===== config.mk =====
export PLATFORM = sky130hd
export DESIGN_NAME = sorted_list_engine_flat
export DESIGN_NICKNAME = d
export VERILOG_FILES = /design/src/hw/rtl/sle_pkg.sv /design/src/hw/rtl/sle_req_if.sv /design/src/hw/rtl/sle_rsp_if.sv /design/src/hw/rtl/sle_datapath.sv /design/src/hw/rtl/sle_ctrl.sv /design/src/hw/rtl/sorted_list_engine.sv /design/src/flat_wrapper.sv
export SDC_FILE = /design/constraint.sdc
export NUM_CORES = 2
export LEC_CHECK = 0
export BUFFER_PORTS_ARGS = -buffer_cell sky130_fd_sc_hd__buf_2
export CAP_MARGIN = 30
export CORE_AREA = 2 2 323 325
export CTS_CLUSTER_SIZE = 28
export DETAILED_ROUTE_END_ITERATION = 10
export DIE_AREA = 0 0 325 327
export GPL_TIMING_DRIVEN = 0
export PLACE_DENSITY_LB_ADDON = 0.08
export SKIP_CTS_REPAIR_TIMING = 1
export SYNTH_ARGS = -nofsm -noshare
export SYNTH_HDL_FRONTEND = slang
export SYNTH_SLANG_ARGS = --single-unit
export TNS_END_PERCENT = 100

===== constraint.sdc =====
create_clock -name clk -period 11.95 [get_ports clk]
set_input_delay 1.195 -clock clk [delete_from_list [all_inputs] [get_ports clk]]
set_output_delay 1.195 -clock clk [all_outputs]
set_load 0.005 [all_outputs]

===== src/hw/rtl/sle_pkg.sv =====
// ----------------------------------------------------------------------------
// sle_pkg
// Shared constants, codes and controller/datapath signal groups of the
// sorted list engine.
// ----------------------------------------------------------------------------
package sle_pkg;

	localparam int CAPACITY = 16;
	localparam int CNT_W    = $clog2(CAPACITY + 1);
	localparam int IDX_W    = $clog2(CAPACITY);
	localparam int VAL_W    = 32;

	localparam logic [1:0] OP_INSERT    = 2'd0;
	localparam logic [1:0] OP_REMOVE    = 2'd1;
	localparam logic [1:0] OP_DUMP_ASC  = 2'd2;
	localparam logic [1:0] OP_DUMP_DESC = 2'd3;

	typedef enum logic [2:0] {
		ST_INSERTED  = 3'd0,
		ST_REMOVED   = 3'd1,
		ST_NOT_FOUND = 3'd2,
		ST_FULL      = 3'd3,
		ST_LISTED    = 3'd4,
		ST_EMPTY     = 3'd5
	} status_t;

	// Commands from the controller to the datapath.
	typedef struct packed {
		logic exec;       // apply an insert or remove and load its result
		logic dump_start; // latch direction and clear the dump step
		logic dump_emit;  // load the entry at the current step and advance
		logic empty_emit; // load the empty-list result
	} ctrl_cmd_t;

	// Status from the datapath to the controller.
	typedef struct packed {
		logic count_zero;
		logic dump_last;
	} dp_status_t;

endpackage


===== src/hw/rtl/sle_req_if.sv =====
// ----------------------------------------------------------------------------
// sle_req_if
// Request channel: one operation item with its value.
// ----------------------------------------------------------------------------
interface sle_req_if;
	logic                              valid;
	logic                              ready;
	logic [1:0]                        operation;
	logic signed [sle_pkg::VAL_W-1:0]  value;

	modport source (output valid, output operation, output value, input ready);
	modport sink   (input valid, input operation, input value, output ready);
endinterface


===== src/hw/rtl/sle_rsp_if.sv =====
// ----------------------------------------------------------------------------
// sle_rsp_if
// Response channel: one result item per insert or remove, one per entry on
// a dump, and one empty-list item on a dump of an empty list.
// ----------------------------------------------------------------------------
interface sle_rsp_if;
	logic                              valid;
	logic                              ready;
	logic [2:0]                        status;
	logic signed [sle_pkg::VAL_W-1:0]  entry_value;
	logic [4:0]                        entry_count;
	logic                              last;

	modport source (output valid, output status, output entry_value,
		output entry_count, output last, input ready);
	modport sink   (input valid, input status, input entry_value,
		input entry_count, input last, output ready);
endinterface


===== src/hw/rtl/sle_datapath.sv =====
// ----------------------------------------------------------------------------
// sle_datapath
// Row of compare-and-shift cells holding the sorted entries, the entry count,
// the dump step and the result register.
// ----------------------------------------------------------------------------
module sle_datapath (
	input  logic                              clk,
	input  logic                              arst_n,
	input  sle_pkg::ctrl_cmd_t                cmd,
	input  logic [1:0]                        operation,
	input  logic signed [sle_pkg::VAL_W-1:0]  value,
	output sle_pkg::dp_status_t               stat,
	output logic [2:0]                        status,
	output logic signed [sle_pkg::VAL_W-1:0]  entry_value,
	output logic [4:0]                        entry_count,
	output logic                              last
);

	logic signed [sle_pkg::VAL_W-1:0] store_q [sle_pkg::CAPACITY];
	logic [sle_pkg::CNT_W-1:0]        count_q;
	logic [sle_pkg::IDX_W-1:0]        step_q;
	logic                             desc_q;

	sle_pkg::status_t                 status_q;
	logic signed [sle_pkg::VAL_W-1:0] value_q;
	logic [sle_pkg::CNT_W-1:0]        count_out_q;
	logic                             last_q;

	logic [sle_pkg::CAPACITY-1:0]     lt;
	logic [sle_pkg::CAPACITY-1:0]     eq;
	logic [sle_pkg::CAPACITY-1:0]     hit_before;
	logic                             any_eq;
	logic                             full;
	logic signed [sle_pkg::VAL_W-1:0] ins_next [sle_pkg::CAPACITY];
	logic signed [sle_pkg::VAL_W-1:0] rem_next [sle_pkg::CAPACITY];
	logic [sle_pkg::CNT_W-1:0]        count_m1;
	logic [sle_pkg::CNT_W-1:0]        rev_idx;
	logic [sle_pkg::IDX_W-1:0]        rd_idx;
	logic                             is_insert;

	assign full      = (count_q == sle_pkg::CNT_W'(sle_pkg::CAPACITY));
	assign count_m1  = count_q - sle_pkg::CNT_W'(1);
	assign rev_idx   = count_m1 - sle_pkg::CNT_W'(step_q);
	assign rd_idx    = desc_q ? rev_idx[sle_pkg::IDX_W-1:0] : step_q;
	assign is_insert = (operation == sle_pkg::OP_INSERT);

	// Each cell compares its own entry with the incoming value; only cells
	// below the count take part.
	always_comb begin
		for (int i = 0; i < sle_pkg::CAPACITY; i++) begin
			lt[i] = (sle_pkg::CNT_W'(i) < count_q) && (store_q[i] < value);
			eq[i] = (sle_pkg::CNT_W'(i) < count_q) && (store_q[i] == value);
		end
		hit_before[0] = 1'b0;
		for (int i = 1; i < sle_pkg::CAPACITY; i++) begin
			hit_before[i] = hit_before[i-1] | eq[i-1];
		end
		any_eq = hit_before[sle_pkg::CAPACITY-1] | eq[sle_pkg::CAPACITY-1];
	end

	// Insert: cells holding smaller entries keep them, the first cell that is
	// not smaller takes the value, and the cells above take their neighbour's.
	always_comb begin
		ins_next[0] = lt[0] ? store_q[0] : value;
		for (int i = 1; i < sle_pkg::CAPACITY; i++) begin
			if (lt[i]) begin
				ins_next[i] = store_q[i];
			end else if (lt[i-1]) begin
				ins_next[i] = value;
			end else begin
				ins_next[i] = store_q[i-1];
			end
		end
	end

	// Remove: from the first equal entry upwards every cell takes the entry
	// of the cell above.
	always_comb begin
		for (int i = 0; i < sle_pkg::CAPACITY - 1; i++) begin
			rem_next[i] = (hit_before[i] | eq[i]) ? store_q[i+1] : store_q[i];
		end
		rem_next[sle_pkg::CAPACITY-1] = store_q[sle_pkg::CAPACITY-1];
	end

	always_ff @(posedge clk or negedge arst_n) begin
		if (!arst_n) begin
			count_q <= '0;
		end else if (cmd.exec) begin
			if (is_insert && !full) begin
				count_q <= count_q + sle_pkg::CNT_W'(1);
			end else if (!is_insert && any_eq) begin
				count_q <= count_m1;
			end
		end
	end

	always_ff @(posedge clk) begin
		if (cmd.exec) begin
			if (is_insert && !full) begin
				store_q <= ins_next;
			end else if (!is_insert && any_eq) begin
				store_q <= rem_next;
			end
		end
	end

	always_ff @(posedge clk) begin
		if (cmd.dump_start) begin
			desc_q <= (operation == sle_pkg::OP_DUMP_DESC);
			step_q <= '0;
		end else if (cmd.dump_emit) begin
			step_q <= step_q + sle_pkg::IDX_W'(1);
		end
	end

	always_ff @(posedge clk) begin
		if (cmd.exec) begin
			value_q <= value;
			last_q  <= 1'b1;
			if (is_insert) begin
				status_q    <= full ? sle_pkg::ST_FULL : sle_pkg::ST_INSERTED;
				count_out_q <= full ? count_q : count_q + sle_pkg::CNT_W'(1);
			end else begin
				status_q    <= any_eq ? sle_pkg::ST_REMOVED : sle_pkg::ST_NOT_FOUND;
				count_out_q <= any_eq ? count_m1 : count_q;
			end
		end else if (cmd.empty_emit) begin
			status_q    <= sle_pkg::ST_EMPTY;
			value_q     <= '0;
			count_out_q <= '0;
			last_q      <= 1'b1;
		end else if (cmd.dump_emit) begin
			status_q    <= sle_pkg::ST_LISTED;
			value_q     <= store_q[rd_idx];
			count_out_q <= count_q;
			last_q      <= stat.dump_last;
		end
	end

	assign stat.count_zero = (count_q == '0);
	assign stat.dump_last  = (sle_pkg::CNT_W'(step_q) == count_m1);

	assign status      = status_q;
	assign entry_value = value_q;
	assign entry_count = 5'(count_out_q);
	assign last        = last_q;

endmodule


===== src/hw/rtl/sle_ctrl.sv =====
// ----------------------------------------------------------------------------
// sle_ctrl
// Controller: accepts request items, sequences dumps and owns the valid flag
// of the result register.
// ----------------------------------------------------------------------------
module sle_ctrl (
	input  logic                 clk,
	input  logic                 arst_n,
	input  logic                 req_valid,
	output logic                 req_ready,
	input  logic [1:0]           operation,
	output logic                 rsp_valid,
	input  logic                 rsp_ready,
	input  sle_pkg::dp_status_t  stat,
	output sle_pkg::ctrl_cmd_t   cmd
);

	typedef enum logic [1:0] {
		S_IDLE = 2'b01,
		S_DUMP = 2'b10
	} state_t;

	state_t state_q;
	state_t state_d;
	logic   rsp_valid_q;
	logic   slot_free;
	logic   accept;
	logic   is_dump;

	// The result register is free when empty or being taken this cycle.
	assign slot_free = !rsp_valid_q || rsp_ready;
	assign is_dump   = (operation == sle_pkg::OP_DUMP_ASC) ||
		(operation == sle_pkg::OP_DUMP_DESC);
	assign req_ready = (state_q == S_IDLE) && slot_free;
	assign accept    = req_valid && req_ready;

	always_comb begin
		state_d = state_q;
		cmd     = '0;
		case (state_q)
			S_IDLE: begin
				if (accept) begin
					if (!is_dump) begin
						cmd.exec = 1'b1;
					end else if (stat.count_zero) begin
						cmd.empty_emit = 1'b1;
					end else begin
						cmd.dump_start = 1'b1;
						state_d        = S_DUMP;
					end
				end
			end
			S_DUMP: begin
				if (slot_free) begin
					cmd.dump_emit = 1'b1;
					if (stat.dump_last) begin
						state_d = S_IDLE;
					end
				end
			end
			default: begin
				state_d = S_IDLE;
			end
		endcase
	end

	always_ff @(posedge clk or negedge arst_n) begin
		if (!arst_n) begin
			state_q     <= S_IDLE;
			rsp_valid_q <= 1'b0;
		end else begin
			state_q <= state_d;
			if (cmd.exec || cmd.empty_emit || cmd.dump_emit) begin
				rsp_valid_q <= 1'b1;
			end else if (rsp_ready) begin
				rsp_valid_q <= 1'b0;
			end
		end
	end

	assign rsp_valid = rsp_valid_q;

endmodule


===== src/hw/rtl/sorted_list_engine.sv =====
// ----------------------------------------------------------------------------
// sorted_list_engine
// Bounded ascending sorted multiset of signed 32-bit values with insert,
// remove and ascending or descending dump.
//
//   Channel  Direction  Payload
//   req      sink       operation[1:0], value[31:0] signed
//   rsp      source     status[2:0], entry_value[31:0] signed,
//                       entry_count[4:0], last
//
// Insert and remove complete in the cell row in the cycle the item is taken;
// the result is in the output register on the next cycle.
// A dump of n entries holds the controller in S_DUMP, listing all n after the item is
// taken, one listed entry per cycle while rsp is ready; an empty dump gives one.
// A stalled rsp holds the output register and stops requests and dump steps.
// Reset clears the entry count; the entries need no clearing.
// ----------------------------------------------------------------------------
module sorted_list_engine (
	input  logic      clk,
	input  logic      arst_n,
	sle_req_if.sink   req,
	sle_rsp_if.source rsp
);

	sle_pkg::ctrl_cmd_t  cmd;
	sle_pkg::dp_status_t stat;

	sle_ctrl u_ctrl (
		.clk       (clk),
		.arst_n    (arst_n),
		.req_valid (req.valid),
		.req_ready (req.ready),
		.operation (req.operation),
		.rsp_valid (rsp.valid),
		.rsp_ready (rsp.ready),
		.stat      (stat),
		.cmd       (cmd)
	);

	sle_datapath u_datapath (
		.clk         (clk),
		.arst_n      (arst_n),
		.cmd         (cmd),
		.operation   (req.operation),
		.value       (req.value),
		.stat        (stat),
		.status      (rsp.status),
		.entry_value (rsp.entry_value),
		.entry_count (rsp.entry_count),
		.last        (rsp.last)
	);

endmodule


===== src/flat_wrapper.sv =====
// flat-port wrapper written by rule: the top's interface ports become plain ports
module sorted_list_engine_flat 
  (clk, arst_n, req_valid, req_operation, req_value, req_ready, rsp_valid, rsp_status, rsp_entry_value, rsp_entry_count, rsp_last, rsp_ready);
  sle_req_if req_i ();
  sle_rsp_if rsp_i ();
  input  logic clk;
  input  logic arst_n;
  input wire logic [$bits(req_i.valid)-1:0] req_valid;
  input wire logic [$bits(req_i.operation)-1:0] req_operation;
  input wire logic [$bits(req_i.value)-1:0] req_value;
  output wire logic [$bits(req_i.ready)-1:0] req_ready;
  output wire logic [$bits(rsp_i.valid)-1:0] rsp_valid;
  output wire logic [$bits(rsp_i.status)-1:0] rsp_status;
  output wire logic [$bits(rsp_i.entry_value)-1:0] rsp_entry_value;
  output wire logic [$bits(rsp_i.entry_count)-1:0] rsp_entry_count;
  output wire logic [$bits(rsp_i.last)-1:0] rsp_last;
  input wire logic [$bits(rsp_i.ready)-1:0] rsp_ready;
  assign req_i.valid = req_valid;
  assign req_i.operation = req_operation;
  assign req_i.value = req_value;
  assign req_ready = req_i.ready;
  assign rsp_valid = rsp_i.valid;
  assign rsp_status = rsp_i.status;
  assign rsp_entry_value = rsp_i.entry_value;
  assign rsp_entry_count = rsp_i.entry_count;
  assign rsp_last = rsp_i.last;
  assign rsp_i.ready = rsp_ready;
  sorted_list_engine u_core (.clk(clk), .arst_n(arst_n), .req(req_i), .rsp(rsp_i));
endmodule

==> impl_metrics.json <==
{
  "syn-num-nets": 5688,
  "critPathLaunchType": "primary input",
  "cts_buffers": 76,
  "crit_path_frequent_cell": "nor4_1",
  "drive_gt1_frac": 0.07291,
  "grt_usage": 0.4113,
  "path_class": "in2reg",
  "synthFlopType": "edfxtp_1",
  "slew_viol_final": 0,
  "cp.required_ns": 12.31,
  "status": "finished, final reports clean",
  "synthArstFlopShare": 0.01413,
  "tritoncts": "yes",
  "worst_pin_slew_ns": 1.175,
  "power.share.switching": 0.4751,
  "die_area_um2": 106300,
  "initial_utilization": 0.4469,
  "dpl.cell_count": 6683,
  "cts_root_buf": "clkbuf_16",
  "combPwrFrac": 0.505,
  "p_int_mw": 4.941,
  "drv_cap": 0,
  "period_share": 0.5472,
  "leakage_nw": 20.43,
  "stdcell_count": 6849,
  "ys_warn_count": 0,
  "crit_path_max_fanout": 19,
  "synth_seq_cells": 566,
  "dp_slack_ns": 4.991,
  "via_per_inst": 6.698,
  "p_seq_frac": 0.259,
  "boundaryPins": 81,
  "die_h_um": 327,
  "grt_max_degree": 27,
  "cpPeakStageDelay_ns": 0.95,
  "overflow": 0,
  "syn2layout_area_growth_pct": 13.57,
  "rsz0062_at_grt": "no",
  "grt_pass1_vias": 44400,
  "synth_seq_area_share": 0.3676,
  "setup_slack_ns": 5.411,
  "end_kind": "register",
  "drt_wl_total_um": 223800,
  "hold_viol_final": 0,
  "slew_headroom": 0.2097,
  "path_cells": "buf_2 -> inv_1 -> ha_1 -> nand4_1 -> nor4_1 -> nand2_1 -> nor4_1 -> a2111oi_2 -> buf_4 -> o21ai_0 -> o211ai_4 -> buf_6 -> nor3_4 -> buf_8",
  "timing.fmax_ghz": 0.1529,
  "fin_crit_ns": 6.539,
  "finClkSkew_ns": 0.04273,
  "hold_class": "in2async",
  "clkSlewWorstSetupHoldPaths_ns": 0.06,
  "synth_cell_types": 89,
  "grt_pass1_wl_um": 314300,
  "antenna_found_initial": 13,
  "cts_buffer_depth": 3,
  "cpLargestDelayFamily": "simple AND/OR/NAND/NOR gates",
  "h-tree-depth": 3,
  "synth_edf_count": 553,
  "hpwlAfterDp_um": 186300,
  "tns_ns": 0,
  "synth.cell_area_um2": 45990,
  "wl_per_cell_um": 32.67,
  "firstDrtPassIters": 6,
  "clock_latency_ns": 0.68,
  "pwr-share-clk": 0.236,
  "arrival_ns": 6.90,
  "cp_slowest_cell": "nor4_1",
  "die_width_um": 325,
  "place.gp.congestion": 1.045,
  "nets": 5962,
  "clock_sinks": 566,
  "first_iter_violations": 6269,
  "finalSetupViolations": 0,
  "ir_drop_mv": 0.1288,
  "drc": 0,
  "core-area_um2": 102900,
  "avgSynthCellArea_um2": 8.967,
  "vias": 45872,
  "syn_inst": 5129,
  "finalPower_mw": 9.413,
  "path_buf_inv": 5,
  "fp-row-count": 118,
  "io_buffers": 80,
  "ant_nets": 0,
  "switching_power_mw": 4.472,
  "power.density_nw_per_um2": 180.2
}
==> sequential cells by signal, summed over array words and instances (netlist names) <==
| name | count |
|---|---|
| u_core.u_datapath.entry_value | 32 |
| u_core.u_datapath.desc_q | 1 |
| u_core.u_ctrl.state_q | 2 |
| u_core.u_datapath.status | 3 |
| u_core.u_datapath.rem_next | 32 |
| u_core.u_datapath.last | 1 |
| u_core.u_datapath.entry_count | 5 |
| u_core.u_datapath.store_q | 480 |
| u_core.u_datapath.count_q | 5 |
| u_core.u_ctrl.rsp_valid | 1 |
| u_core.u_datapath.step_q | 4 |
==> final cells by class <==
class	instances	area, um^2
antenna	10	25.02
buffer	396	1559
clock buffer	103	2097
clock inverter	31	165.2
fill	9945	50670
inverter	80	300.3
multi-input combinational	4087	27360
sequential	566	16910
tap	1380	1727
timing repair buffer	196	2090
==> metrics by stage <==
step,area [um^2],hold WS (ns),util
6_report,52230,0.3708,0.5076
5_1_grt,52220,0.3832,0.5074
4_1_cts,51850,0.3499,0.5038
2_1_floorplan,45990,0.5052,-
3_5_place_dp,49590,0.5191,0.4819
3_3_place_gp,48120,0.5198,0.4676
==> worst register-to-register path: stages (launching register included) <==
cell      delay, ns
dfrtp_1        0.55
clkbuf_1       0.64
clkbuf_1       0.82
nand3_1        0.24
nand2_1        0.69
clkbuf_1       0.73
clkbuf_1       0.92
nor2_1         0.16
nor3_2         0.83
buf_6          0.28
==> kinds of logic after synthesis <==
group / share of synthesized area
xor gates and xnor gates: 0.002095
DFF: 0.3676
buffers and inverters: 0.04037
AOI/OAI and AO/OA: 0.2148
and+or+nand+nor: 0.2127
adders and majority gates: 0.1419
muxes: 0.02051
==> power by group through the flow <==
stage / sequential [mW] / combinational [mW] / clock, mW
final: 2.44 / 4.76 / 2.22
after global routing: 2.45 / 4.89 / 2.28
after CTS: 2.44 / 4.51 / 2.22
after detailed placement: 2.48 / 4.49 / 0
after global placement: 2.48 / 4.32 / 0
after floorplan: 2.47 / 2.40 / 0
==> cells in the mapped netlist, types with 17 or more instances <==
cell,n,area share
mux2i_1,92,0.020
nand4_1,303,0.041
and3_1,17,0.0023
a21oi_1,247,0.027
a22o_1,33,0.0063
o211ai_1,129,0.021
o41a_1,17,0.0042
o21ai_0,301,0.033
nor2b_1,34,0.0046
and2_1,132,0.018
a221o_1,78,0.017
a311oi_1,66,0.013
a21o_1,104,0.017
nor3_1,35,0.0038
or3_1,69,0.0094
edfxtp_1,553,0.36
clkbuf_1,333,0.027
nand2_1,822,0.067
a211oi_1,148,0.024
o211ai_2,30,0.0082
buf_1,29,0.0024
a31oi_1,137,0.019
nor4_1,18,0.0024
nor2_1,235,0.019
inv_1,79,0.0064
ha_1,520,0.14
nand3_1,302,0.033
buf_2,29,0.0032
o21a_1,42,0.0069
==> final timing paths <==
kind / startpoint / to / slack [ns] / depth (start not counted)
max in group asynchronous: arst_n / u_core.u_ctrl.state_q[0] / 11.34 / 1
max reg2reg: u_core.u_datapath.count_q[4] / u_core.u_datapath.store_q[218] / 5.77 / 9
max: req_value[28] / u_core.u_datapath.store_q[475] / 5.41 / 14
min: arst_n / u_core.u_ctrl.rsp_valid / 0.37 / 1
min reg2reg: u_core.u_datapath.last / u_core.u_datapath.last / 0.54 / 2
min in group clk: u_core.u_datapath.last / u_core.u_datapath.last / 0.54 / 2
==> metal layers <==
metal,routed length (um),global-route usage
met3,22380,0.07200
met1,86410,0.5262
met5,53,0
met2,98960,0.6459
met4,15970,0.2609
==> placed cells by master (no fill, tap or decap), types with 20 or more instances in the layout <==
master     count
o21a_1        42
a311oi_1      66
a21oi_1      246
nand4_1      303
nor3_1        31
nand3_1      302
buf_1         29
or3_1         69
a21o_1       104
ha_1         520
inv_1         79
nor2_1       235
a22o_1        33
clkbuf_16     79
a211oi_1     146
edfxtp_1     553
buf_16        20
a221o_1       78
o21ai_0      300
clkbuf_1     352
buf_8         41
nor2b_1       34
nand2_1      821
o211ai_2      30
o211ai_1     129
and2_1       132
buf_2        111
a31oi_1      136
buf_4         33
mux2i_1       92
No activity file was read; power rests on OpenSTA's default activity.
